$ cat config.mk
export PLATFORM = sky130hd
export DESIGN_NAME = dual_wheel_pi_speed_with_pan_tilt_track
export DESIGN_NICKNAME = d
export VERILOG_FILES = /design/src/rtl/core/pwst_pkg.sv /design/src/rtl/core/pwst_mul.sv /design/src/rtl/core/pwst_servo.sv /design/src/rtl/core/dual_wheel_pi_speed_with_pan_tilt_track.sv
export SDC_FILE = /design/constraint.sdc
export NUM_CORES = 2
export LEC_CHECK = 0
export BUFFER_PORTS_ARGS = -buffer_cell sky130_fd_sc_hd__buf_2
export CAP_MARGIN = 25
export CORE_MARGIN = 3
export CORE_UTILIZATION = 51
export DETAILED_ROUTE_END_ITERATION = 6
export GPL_ROUTABILITY_DRIVEN = 0
export HOLD_SLACK_MARGIN = 0.15
export PLACE_DENSITY = 0.67
export SYNTH_ARGS = -nofsm -noshare
export SYNTH_HDL_FRONTEND = slang
export SYNTH_HIERARCHICAL = 1
export SYNTH_SLANG_ARGS = --single-unit
$ cat constraint.sdc
create_clock -name clk -period 11.92 [get_ports clk]
set_clock_uncertainty 0.05 [all_clocks]
set_input_delay 1.788 -clock clk [delete_from_list [all_inputs] [get_ports clk]]
set_output_delay 1.788 -clock clk [all_outputs]
set_load 0.02 [all_outputs]
$ cat src/rtl/core/pwst_pkg.sv
// ----------------------------------------------------------------------------
// pwst_pkg - shared types and constants for the wheel PI / pan-tilt block
// Sequencer states, register indexes, duty and servo limits, camera window.
// ----------------------------------------------------------------------------
package pwst_pkg;

  localparam int CFG_IDX_W      = 3;
  localparam int PIX_W          = 9;
  localparam int DUTY_W         = 8;
  localparam int SERVO_W        = 7;
  localparam int OUT_TDATA_W    = 32;
  localparam int INTEG_INT_BITS = 24;

  localparam logic [CFG_IDX_W-1:0] REG_KP_LEFT  = 3'd0;
  localparam logic [CFG_IDX_W-1:0] REG_KI_LEFT  = 3'd1;
  localparam logic [CFG_IDX_W-1:0] REG_KP_RIGHT = 3'd2;
  localparam logic [CFG_IDX_W-1:0] REG_KI_RIGHT = 3'd3;
  localparam logic [CFG_IDX_W-1:0] REG_SLIP     = 3'd4;

  localparam int KP_RESET_Q16 = 328;
  localparam int KI_RESET_Q16 = 19661;
  localparam int SLIP_RESET   = 18;

  localparam int DUTY_STOP = 100;
  localparam int DUTY_MAX  = 200;

  localparam int CAM_WIDTH  = 260;
  localparam int CAM_HEIGHT = 280;
  localparam int DEADBAND   = 20;
  localparam int SERVO_MIN  = 20;
  localparam int SERVO_MAX  = 120;
  localparam int SERVO_HOME = 70;

  typedef enum logic [2:0] {
    ST_IDLE,
    ST_CORR,
    ST_KP,
    ST_HI,
    ST_LO,
    ST_INT,
    ST_DUTY,
    ST_DONE
  } pwst_state_t;

  typedef struct packed {
    logic             upd;
    logic             seen;
    logic [PIX_W-1:0] x;
    logic [PIX_W-1:0] y;
  } pwst_cam_t;

endpackage

$ cat src/rtl/core/pwst_mul.sv
// ----------------------------------------------------------------------------
// pwst_mul - shared signed by unsigned multiplier
// One product per cycle with the result registered.
// ----------------------------------------------------------------------------
module pwst_mul #(
  parameter int A_W = 21,
  parameter int B_W = 16
) (
  input  logic                     clk,
  input  logic signed [A_W-1:0]    a,
  input  logic        [B_W-1:0]    b,
  output logic signed [A_W+B_W-1:0] prod
);

  logic signed [A_W+B_W:0] full;

  assign full = a * $signed({1'b0, b});

  always_ff @(posedge clk) begin
    prod <= full[A_W+B_W-1:0];
  end

endmodule

$ cat src/rtl/core/pwst_servo.sv
// ----------------------------------------------------------------------------
// pwst_servo - pan and tilt tracking
// Step each servo by one toward the object outside the deadband, in 20..120.
// ----------------------------------------------------------------------------
module pwst_servo import pwst_pkg::*; (
  input  logic               clk,
  input  logic               rst,
  input  pwst_cam_t          cam,
  output logic [SERVO_W-1:0] pan,
  output logic [SERVO_W-1:0] tilt
);

  localparam logic [PIX_W:0] X_HI = (PIX_W+1)'(CAM_WIDTH / 2 + DEADBAND);
  localparam logic [PIX_W:0] X_LO = (PIX_W+1)'(CAM_WIDTH / 2 - DEADBAND);
  localparam logic [PIX_W:0] Y_HI = (PIX_W+1)'(CAM_HEIGHT / 2 + DEADBAND);
  localparam logic [PIX_W:0] Y_LO = (PIX_W+1)'(CAM_HEIGHT / 2 - DEADBAND);
  localparam logic [SERVO_W-1:0] S_MIN  = SERVO_W'(SERVO_MIN);
  localparam logic [SERVO_W-1:0] S_MAX  = SERVO_W'(SERVO_MAX);
  localparam logic [SERVO_W-1:0] S_HOME = SERVO_W'(SERVO_HOME);

  logic [PIX_W:0] x_ext, y_ext;

  assign x_ext = {1'b0, cam.x};
  assign y_ext = {1'b0, cam.y};

  always_ff @(posedge clk) begin
    if (rst) begin
      pan  <= S_HOME;
      tilt <= S_HOME;
    end else if (cam.upd && cam.seen) begin
      if (x_ext > X_HI && pan > S_MIN) begin
        pan <= pan - 1'b1;
      end else if (x_ext < X_LO && pan < S_MAX) begin
        pan <= pan + 1'b1;
      end
      if (y_ext > Y_HI && tilt < S_MAX) begin
        tilt <= tilt + 1'b1;
      end else if (y_ext < Y_LO && tilt > S_MIN) begin
        tilt <= tilt - 1'b1;
      end
    end
  end

endmodule

$ cat src/rtl/core/dual_wheel_pi_speed_with_pan_tilt_track.sv
// ----------------------------------------------------------------------------
// dual_wheel_pi_speed_with_pan_tilt_track - two wheel PI speed loop
// with slip correction and camera pan/tilt tracking
//
//   channel   direction  handshake              content
//   s_*       in         s_tvalid / s_tready    speeds, targets, object pos
//   m_*       out        m_tvalid / m_tready    duties, pan, tilt
//   cfg_*     in         cfg_valid / cfg_ready  gain register writes
//
// Once the input word is taken, the sequencer applies the slip product,
// then for each wheel forms the gain product and the two integral products,
// updates the integrator and clamps the duty, and finally loads the output.
// The input side is ready only while the sequencer is idle, so a new word
// is taken only after the result of the last one has been loaded.
// A stalled result holds the sequencer in its last state.
// Reset clears the integrators, homes the servos and loads default gains.
// ----------------------------------------------------------------------------
module dual_wheel_pi_speed_with_pan_tilt_track import pwst_pkg::*; #(
  parameter int SPEED_BITS     = 11,
  parameter int GAIN_FRAC_BITS = 16,
  localparam int IN_W          = 4 * SPEED_BITS + 2 * PIX_W,
  localparam int IN_TDATA_W    = ((IN_W + 7) / 8) * 8
) (
  input  logic                      clk,
  input  logic                      rst,
  input  logic                      s_tvalid,
  output logic                      s_tready,
  // order_left, order_right, speed_left, speed_right, object_x, object_y
  input  logic [IN_TDATA_W-1:0]     s_tdata,
  // going_straight, object_seen
  input  logic [1:0]                s_tuser,
  output logic                      m_tvalid,
  input  logic                      m_tready,
  // duty_left, duty_right, pan_cmd, tilt_cmd
  output logic [OUT_TDATA_W-1:0]    m_tdata,
  input  logic                      cfg_valid,
  output logic                      cfg_ready,
  input  logic [CFG_IDX_W-1:0]      cfg_index,
  input  logic [GAIN_FRAC_BITS-1:0] cfg_data
);

  localparam int SB      = SPEED_BITS;
  localparam int GF      = GAIN_FRAC_BITS;
  localparam int ERR_W   = SB + 10;
  localparam int MA_W    = (ERR_W > GF + 1) ? ERR_W : GF + 1;
  localparam int PROD_W  = MA_W + GF;
  localparam int P_W     = ERR_W + GF;
  localparam int INTEG_W = INTEG_INT_BITS + GF;
  localparam int DI_W    = P_W + 1;
  localparam int SUM_W   = ((INTEG_W > DI_W) ? INTEG_W : DI_W) + 1;
  localparam int DS_W    = ((INTEG_W > P_W) ? INTEG_W : P_W) + 2;
  localparam int RST_SHL = (GF >= 16) ? GF - 16 : 0;
  localparam int RST_SHR = (GF < 16) ? 16 - GF : 0;
  localparam logic [GF-1:0] KP_RESET = GF'((KP_RESET_Q16 << RST_SHL) >> RST_SHR);
  localparam logic [GF-1:0] KI_RESET = GF'((KI_RESET_Q16 << RST_SHL) >> RST_SHR);
  localparam logic [DS_W-1:0] DUTY_BIAS = DS_W'(DUTY_STOP) << GF;
  localparam logic [DS_W-GF-1:0] DUTY_TOP = (DS_W-GF)'(DUTY_MAX);

  pwst_state_t state, state_next;

  logic signed [SB-1:0] ol_in, or_in, sl_in, sr_in;
  logic signed [SB:0]   diff_in;
  logic signed [SB-1:0] ol, orr, sl, sr;
  logic                 straight;
  logic                 side;

  logic [GF-1:0] kp_l, ki_l, kp_r, ki_r;
  logic [7:0]    slip;

  logic signed [MA_W-1:0]    mul_a;
  logic        [GF-1:0]      mul_b;
  logic signed [PROD_W-1:0]  prod;

  logic signed [ERR_W-1:0]   err_l, err_r, corr;
  logic signed [P_W-1:0]     p, acc;
  logic signed [INTEG_W-1:0] integ_l, integ_r, integ_sel, integ_sat;
  logic signed [SUM_W-1:0]   sum_i;
  logic [SUM_W-INTEG_W:0]    sum_top;
  logic [DS_W-1:0]           dsum;
  logic [DUTY_W-1:0]         duty_l, duty_r, duty_val;
  logic [SERVO_W-1:0]        pan, tilt;
  logic                      in_acc;
  pwst_cam_t                 cam;

  assign ol_in   = s_tdata[SB-1:0];
  assign or_in   = s_tdata[2*SB-1:SB];
  assign sl_in   = s_tdata[3*SB-1:2*SB];
  assign sr_in   = s_tdata[4*SB-1:3*SB];
  assign diff_in = (SB+1)'(sl_in) - (SB+1)'(sr_in);
  assign in_acc  = s_tvalid && s_tready;

  assign cam.upd  = in_acc;
  assign cam.seen = s_tuser[1];
  assign cam.x    = s_tdata[4*SB+PIX_W-1:4*SB];
  assign cam.y    = s_tdata[4*SB+2*PIX_W-1:4*SB+PIX_W];

  assign cfg_ready = 1'b1;

  always_ff @(posedge clk) begin
    if (rst) begin
      kp_l <= KP_RESET;
      ki_l <= KI_RESET;
      kp_r <= KP_RESET;
      ki_r <= KI_RESET;
      slip <= 8'(SLIP_RESET);
    end else if (cfg_valid && cfg_ready) begin
      unique case (cfg_index)
        REG_KP_LEFT:  kp_l <= cfg_data;
        REG_KI_LEFT:  ki_l <= cfg_data;
        REG_KP_RIGHT: kp_r <= cfg_data;
        REG_KI_RIGHT: ki_r <= cfg_data;
        REG_SLIP:     slip <= cfg_data[7:0];
        default: ;
      endcase
    end
  end

  always_ff @(posedge clk) begin
    if (rst) begin
      state <= ST_IDLE;
    end else begin
      state <= state_next;
    end
  end

  always_comb begin
    state_next = state;
    s_tready   = 1'b0;
    mul_a      = '0;
    mul_b      = '0;
    unique case (state)
      ST_IDLE: begin
        s_tready = 1'b1;
        mul_a    = MA_W'(diff_in);
        mul_b    = GF'(slip);
        if (s_tvalid) begin
          state_next = ST_CORR;
        end
      end
      ST_CORR: state_next = ST_KP;
      ST_KP: begin
        mul_a      = side ? MA_W'(err_r) : MA_W'(err_l);
        mul_b      = side ? kp_r : kp_l;
        state_next = ST_HI;
      end
      ST_HI: begin
        mul_a      = MA_W'($signed(prod[P_W-1:GF]));
        mul_b      = side ? ki_r : ki_l;
        state_next = ST_LO;
      end
      ST_LO: begin
        mul_a      = MA_W'({1'b0, p[GF-1:0]});
        mul_b      = side ? ki_r : ki_l;
        state_next = ST_INT;
      end
      ST_INT: state_next = ST_DUTY;
      ST_DUTY: state_next = side ? ST_DONE : ST_KP;
      ST_DONE: begin
        if (!m_tvalid || m_tready) begin
          state_next = ST_IDLE;
        end
      end
      default: state_next = ST_IDLE;
    endcase
  end

  pwst_mul #(
    .A_W (MA_W),
    .B_W (GF)
  ) u_mul (
    .clk  (clk),
    .a    (mul_a),
    .b    (mul_b),
    .prod (prod)
  );

  pwst_servo u_servo (
    .clk  (clk),
    .rst  (rst),
    .cam  (cam),
    .pan  (pan),
    .tilt (tilt)
  );

  assign corr      = straight ? prod[ERR_W-1:0] : '0;
  assign integ_sel = side ? integ_r : integ_l;
  assign sum_i     = SUM_W'(integ_sel) + SUM_W'(acc) + SUM_W'({1'b0, prod[2*GF-1:GF]});
  assign sum_top   = sum_i[SUM_W-1:INTEG_W-1];

  always_comb begin
    if ((&sum_top) || !(|sum_top)) begin
      integ_sat = sum_i[INTEG_W-1:0];
    end else if (sum_i[SUM_W-1]) begin
      integ_sat = {1'b1, {(INTEG_W-1){1'b0}}};
    end else begin
      integ_sat = {1'b0, {(INTEG_W-1){1'b1}}};
    end
  end

  assign dsum = DS_W'(integ_sel) + DS_W'(p) + DUTY_BIAS;

  always_comb begin
    if (dsum[DS_W-1]) begin
      duty_val = '0;
    end else if (dsum[DS_W-1:GF] > DUTY_TOP) begin
      duty_val = DUTY_W'(DUTY_MAX);
    end else begin
      duty_val = dsum[GF+DUTY_W-1:GF];
    end
  end

  always_ff @(posedge clk) begin
    if (in_acc) begin
      ol       <= ol_in;
      orr      <= or_in;
      sl       <= sl_in;
      sr       <= sr_in;
      straight <= s_tuser[0];
    end
    if (state == ST_CORR) begin
      err_l <= ERR_W'(ol) - ERR_W'(sl) - corr;
      err_r <= ERR_W'(orr) - ERR_W'(sr) + corr;
    end
    if (state == ST_HI) begin
      p <= prod[P_W-1:0];
    end
    if (state == ST_LO) begin
      acc <= prod[P_W-1:0];
    end
    if (state == ST_DUTY && !side) begin
      duty_l <= duty_val;
    end
    if (state == ST_DUTY && side) begin
      duty_r <= duty_val;
    end
  end

  always_ff @(posedge clk) begin
    if (rst) begin
      side    <= 1'b0;
      integ_l <= '0;
      integ_r <= '0;
    end else begin
      if (state == ST_CORR) begin
        side <= 1'b0;
      end else if (state == ST_DUTY) begin
        side <= 1'b1;
      end
      if (state == ST_INT && !side) begin
        integ_l <= integ_sat;
      end
      if (state == ST_INT && side) begin
        integ_r <= integ_sat;
      end
    end
  end

  always_ff @(posedge clk) begin
    if (rst) begin
      m_tvalid <= 1'b0;
    end else if (state == ST_DONE && (!m_tvalid || m_tready)) begin
      m_tvalid <= 1'b1;
    end else if (m_tready) begin
      m_tvalid <= 1'b0;
    end
  end

  always_ff @(posedge clk) begin
    if (state == ST_DONE && (!m_tvalid || m_tready)) begin
      m_tdata <= {2'b00, tilt, pan, duty_r, duty_l};
    end
  end

endmodule

==> metrics.yaml <==
ctsHoldBuffers: 0
fillCellCount: 6276
ant_nets: 0
worstPathMaxFanout: 16
clk_latency_ns: 0.62
syn_area_um2: 36200
final_nets: 4633
cp_slowest_stage_delay_ns: 0.66
hpwl_mm: 69.6
min_path_type: "register to register"
drt_iter0_markers: 1864
post-cts-setup-buffers: 0
outcome: "complete, no violations"
final.setup.tns_ns: 0
critPathTopFamily: "adder cells"
grt_pass1_vias: 27200
start_util: 0.516
avgSynthCellArea_um2: 9.59
cp-start-kind: "primary input"
reg2reg_depth: 23
r2r_end: "u_mul/prod[30]"
drive_gt1_frac: 0.0919
yosysWarnings: 6
p_per_area_nw_per_um2: 174
relSlewSlack: 0.341
synth_async_sr_flop_share: 0
synthFlopType: "dfxtp_1"
leakagePower_nw: 17.5
grt_usage: 0.248
min_from: "duty_l[5]"
cp_common_cell: "fa_1"
tightest_slew_ns: 0.988
num_vias: 26900
die_w_um: 272
cap_viol_max_count: 0
synth_seq_cells: 415
cts_tree: "yes"
fmax_mhz: 103
root_buffer: "clkbuf_16"
wire_per_inst_um: 18.9
critical_path_class: "primary input to register"
dieHeight_um: 272
drt_wl_total_mm: 91.5
layout_setup_ws_ns: 2.20
routed_via_density: 5.56
cts.sinks: 415
worst_hold_path.num_cells: 0
yosysSeqAreaShare: 0.287
synth_area_leaders: "fa_1, edfxtp_1, dfxtp_1"
critPathBufInv: 6
clk_pin_slew_ns: 0.06
r2r_setup_slack_ns: 3.43
cts_max_level: 2
cts_buffer_depth: 3
synth_top_area_cell: "fa_1"
endpoint_kind: "register"
drc_errors: 0
hold_violations: 0
port_buffers: 119
synth_cell_types: 92
syn_to_final_growth_pct: 9.77
cts_resized: 0
crit_arrival_ns: 10.14
ir_worst_vdd_uv: 119
antenna_found_initial: 3
rsz0062_at_grt: "false"
grt_pass1_wl_mm: 146
drv_slew: 0
whs_endpoint: "m_tdata[5]"
io_pins: 125
min_period_over_period: 0.815
coreArea_um2: 70100
syn_inst: 3775
dieArea_um2: 74200
setup_viol: 0
grt_max_degree: 88
rows: 97
cp.required_ns: 12.35
cts_inserted_buffers: 49
grt_overflow: 0
dp_slack_ns: 1.58
fin_crit_ns: 9.72
drt_first_pass_iters: 5
synth_edf_count: 207
r2r-start: "state[0]"
slowest_stage: "a221o_1"
yosys.area.top_type_share: 0.216
==> through the flow <==
stage	power [W]	instance area, um^2	cells	util	hold slack [ns]
3_3_place_gp	0.00531	37900	4739	0.541	0.350
3_5_place_dp	0.00536	38000	4744	0.542	0.355
2_1_floorplan	0.00436	36200	3776	-	0.350
4_1_cts	0.00696	39700	4836	0.566	0.365
6_report	0.00693	39700	4840	0.567	0.364
5_1_grt	0.00744	39700	4837	0.567	0.369
==> cells by family after synthesis <==
| family | synth area share |
|---|---|
| AND/OR/NAND/NOR | 0.139 |
| adder cells (fa/ha/maj) | 0.321 |
| buffers and inverters | 0.0717 |
| AO/OA/AOI/OAI | 0.117 |
| flip-flops | 0.287 |
| XOR/XNOR | 0.0327 |
| multiplexers | 0.0321 |
| other | 0.000207 |
==> worst max path at each step <==
stage / end / from / slack (ns) / cells after the start
6_report: u_mul/prod[30] / s_tdata[34] / 2.20 / 33
5_1_grt: u_mul/prod[30] / s_tdata[34] / 1.64 / 34
4_1_cts: u_mul/prod[30] / s_tdata[34] / 2.17 / 34
3_5_place_dp: u_mul/prod[30] / s_tdata[34] / 1.58 / 32
3_3_place_gp: u_mul/prod[30] / s_tdata[22] / 1.30 / 34
2_1_floorplan: u_mul/prod[30] / s_tdata[22] / 2.77 / 36
==> Yosys cell counts, types with 7 or more instances <==
| cell type | count |
|---|---|
| a211o_1 | 7 |
| a211oi_1 | 43 |
| a21boi_0 | 10 |
| a21o_1 | 51 |
| a21oi_1 | 206 |
| a22oi_1 | 13 |
| a31oi_1 | 23 |
| and2_1 | 144 |
| and3_1 | 26 |
| clkbuf_1 | 133 |
| dfxtp_1 | 208 |
| edfxtp_1 | 207 |
| fa_1 | 390 |
| ha_1 | 298 |
| inv_1 | 532 |
| maj3_1 | 8 |
| mux2_2 | 35 |
| mux2i_1 | 73 |
| nand2_1 | 527 |
| nand2b_1 | 21 |
| nand3_1 | 36 |
| nand3b_1 | 32 |
| nand4_1 | 16 |
| nor2_1 | 167 |
| nor2b_1 | 29 |
| nor3_1 | 23 |
| nor4_1 | 8 |
| o211ai_1 | 23 |
| o21a_1 | 16 |
| o21ai_0 | 141 |
| o21bai_1 | 23 |
| o221ai_1 | 9 |
| o22ai_1 | 13 |
| o31ai_1 | 7 |
| or2_2 | 8 |
| or3_1 | 11 |
| xnor2_1 | 99 |
| xor2_1 | 36 |
==> cell usage in the layout, fill, tap and decap left out, types with 43 or more instances in the layout <==
cell,count
edfxtp_1,207
ha_1,298
inv_1,532
o21ai_0,132
and2_1,142
buf_2,118
a21oi_1,206
nand2_1,527
nor2_1,161
clkbuf_16,53
buf_4,56
mux2i_1,73
dfxtp_1,207
a21o_1,51
fa_1,390
xnor2_1,99
a211oi_1,43
==> sequential cells by signal, summed over array words and instances, names as in the netlist, 3 cells and up <==
register,cells
orr,11
duty_l,8
err_r,21
u_mul/prod,37
integ_l,40
u_servo/tilt,7
sl,11
slip,8
ol,11
ki_r,16
ki_l,16
err_l,21
m_tdata,30
integ_r,40
sr,11
acc,37
kp_l,16
p,37
state,3
u_servo/pan,7
kp_r,16
duty_r,8
==> per-layer routing <==
metal / track usage / vias up / part of all wire
met3: 0.0324 / 170 / 0.056
met2: 0.423 / 747 / 0.48
met1: 0.328 / 13300 / 0.43
met4: 0.0829 / 0 / 0.036
met5: 0 / - / 0
li1: - / 12700 / -
==> report_power, final <==
group          total (W)  leakage [nW]  internal, W  switching (W)
logic            0.00339          13.1      0.00134        0.00204
clock network    0.00157         0.844     0.000917       0.000655
registers        0.00197          3.56      0.00176       0.000209
total            0.00693          17.5      0.00402        0.00291
==> area by class of cell <==
cell class	instances	area [um^2]	share of cell area
clock inverter	22	250	0.00630
timing repair buffer	178	1090	0.0274
sequential	415	10400	0.261
inverter	532	2000	0.0502
antenna	4	10.0	0.000252
clock buffer	70	1470	0.0370
tap	940	1180	0.0296
multi-input combinational	2679	23400	0.588
Power figures use the tool's default switching activity.
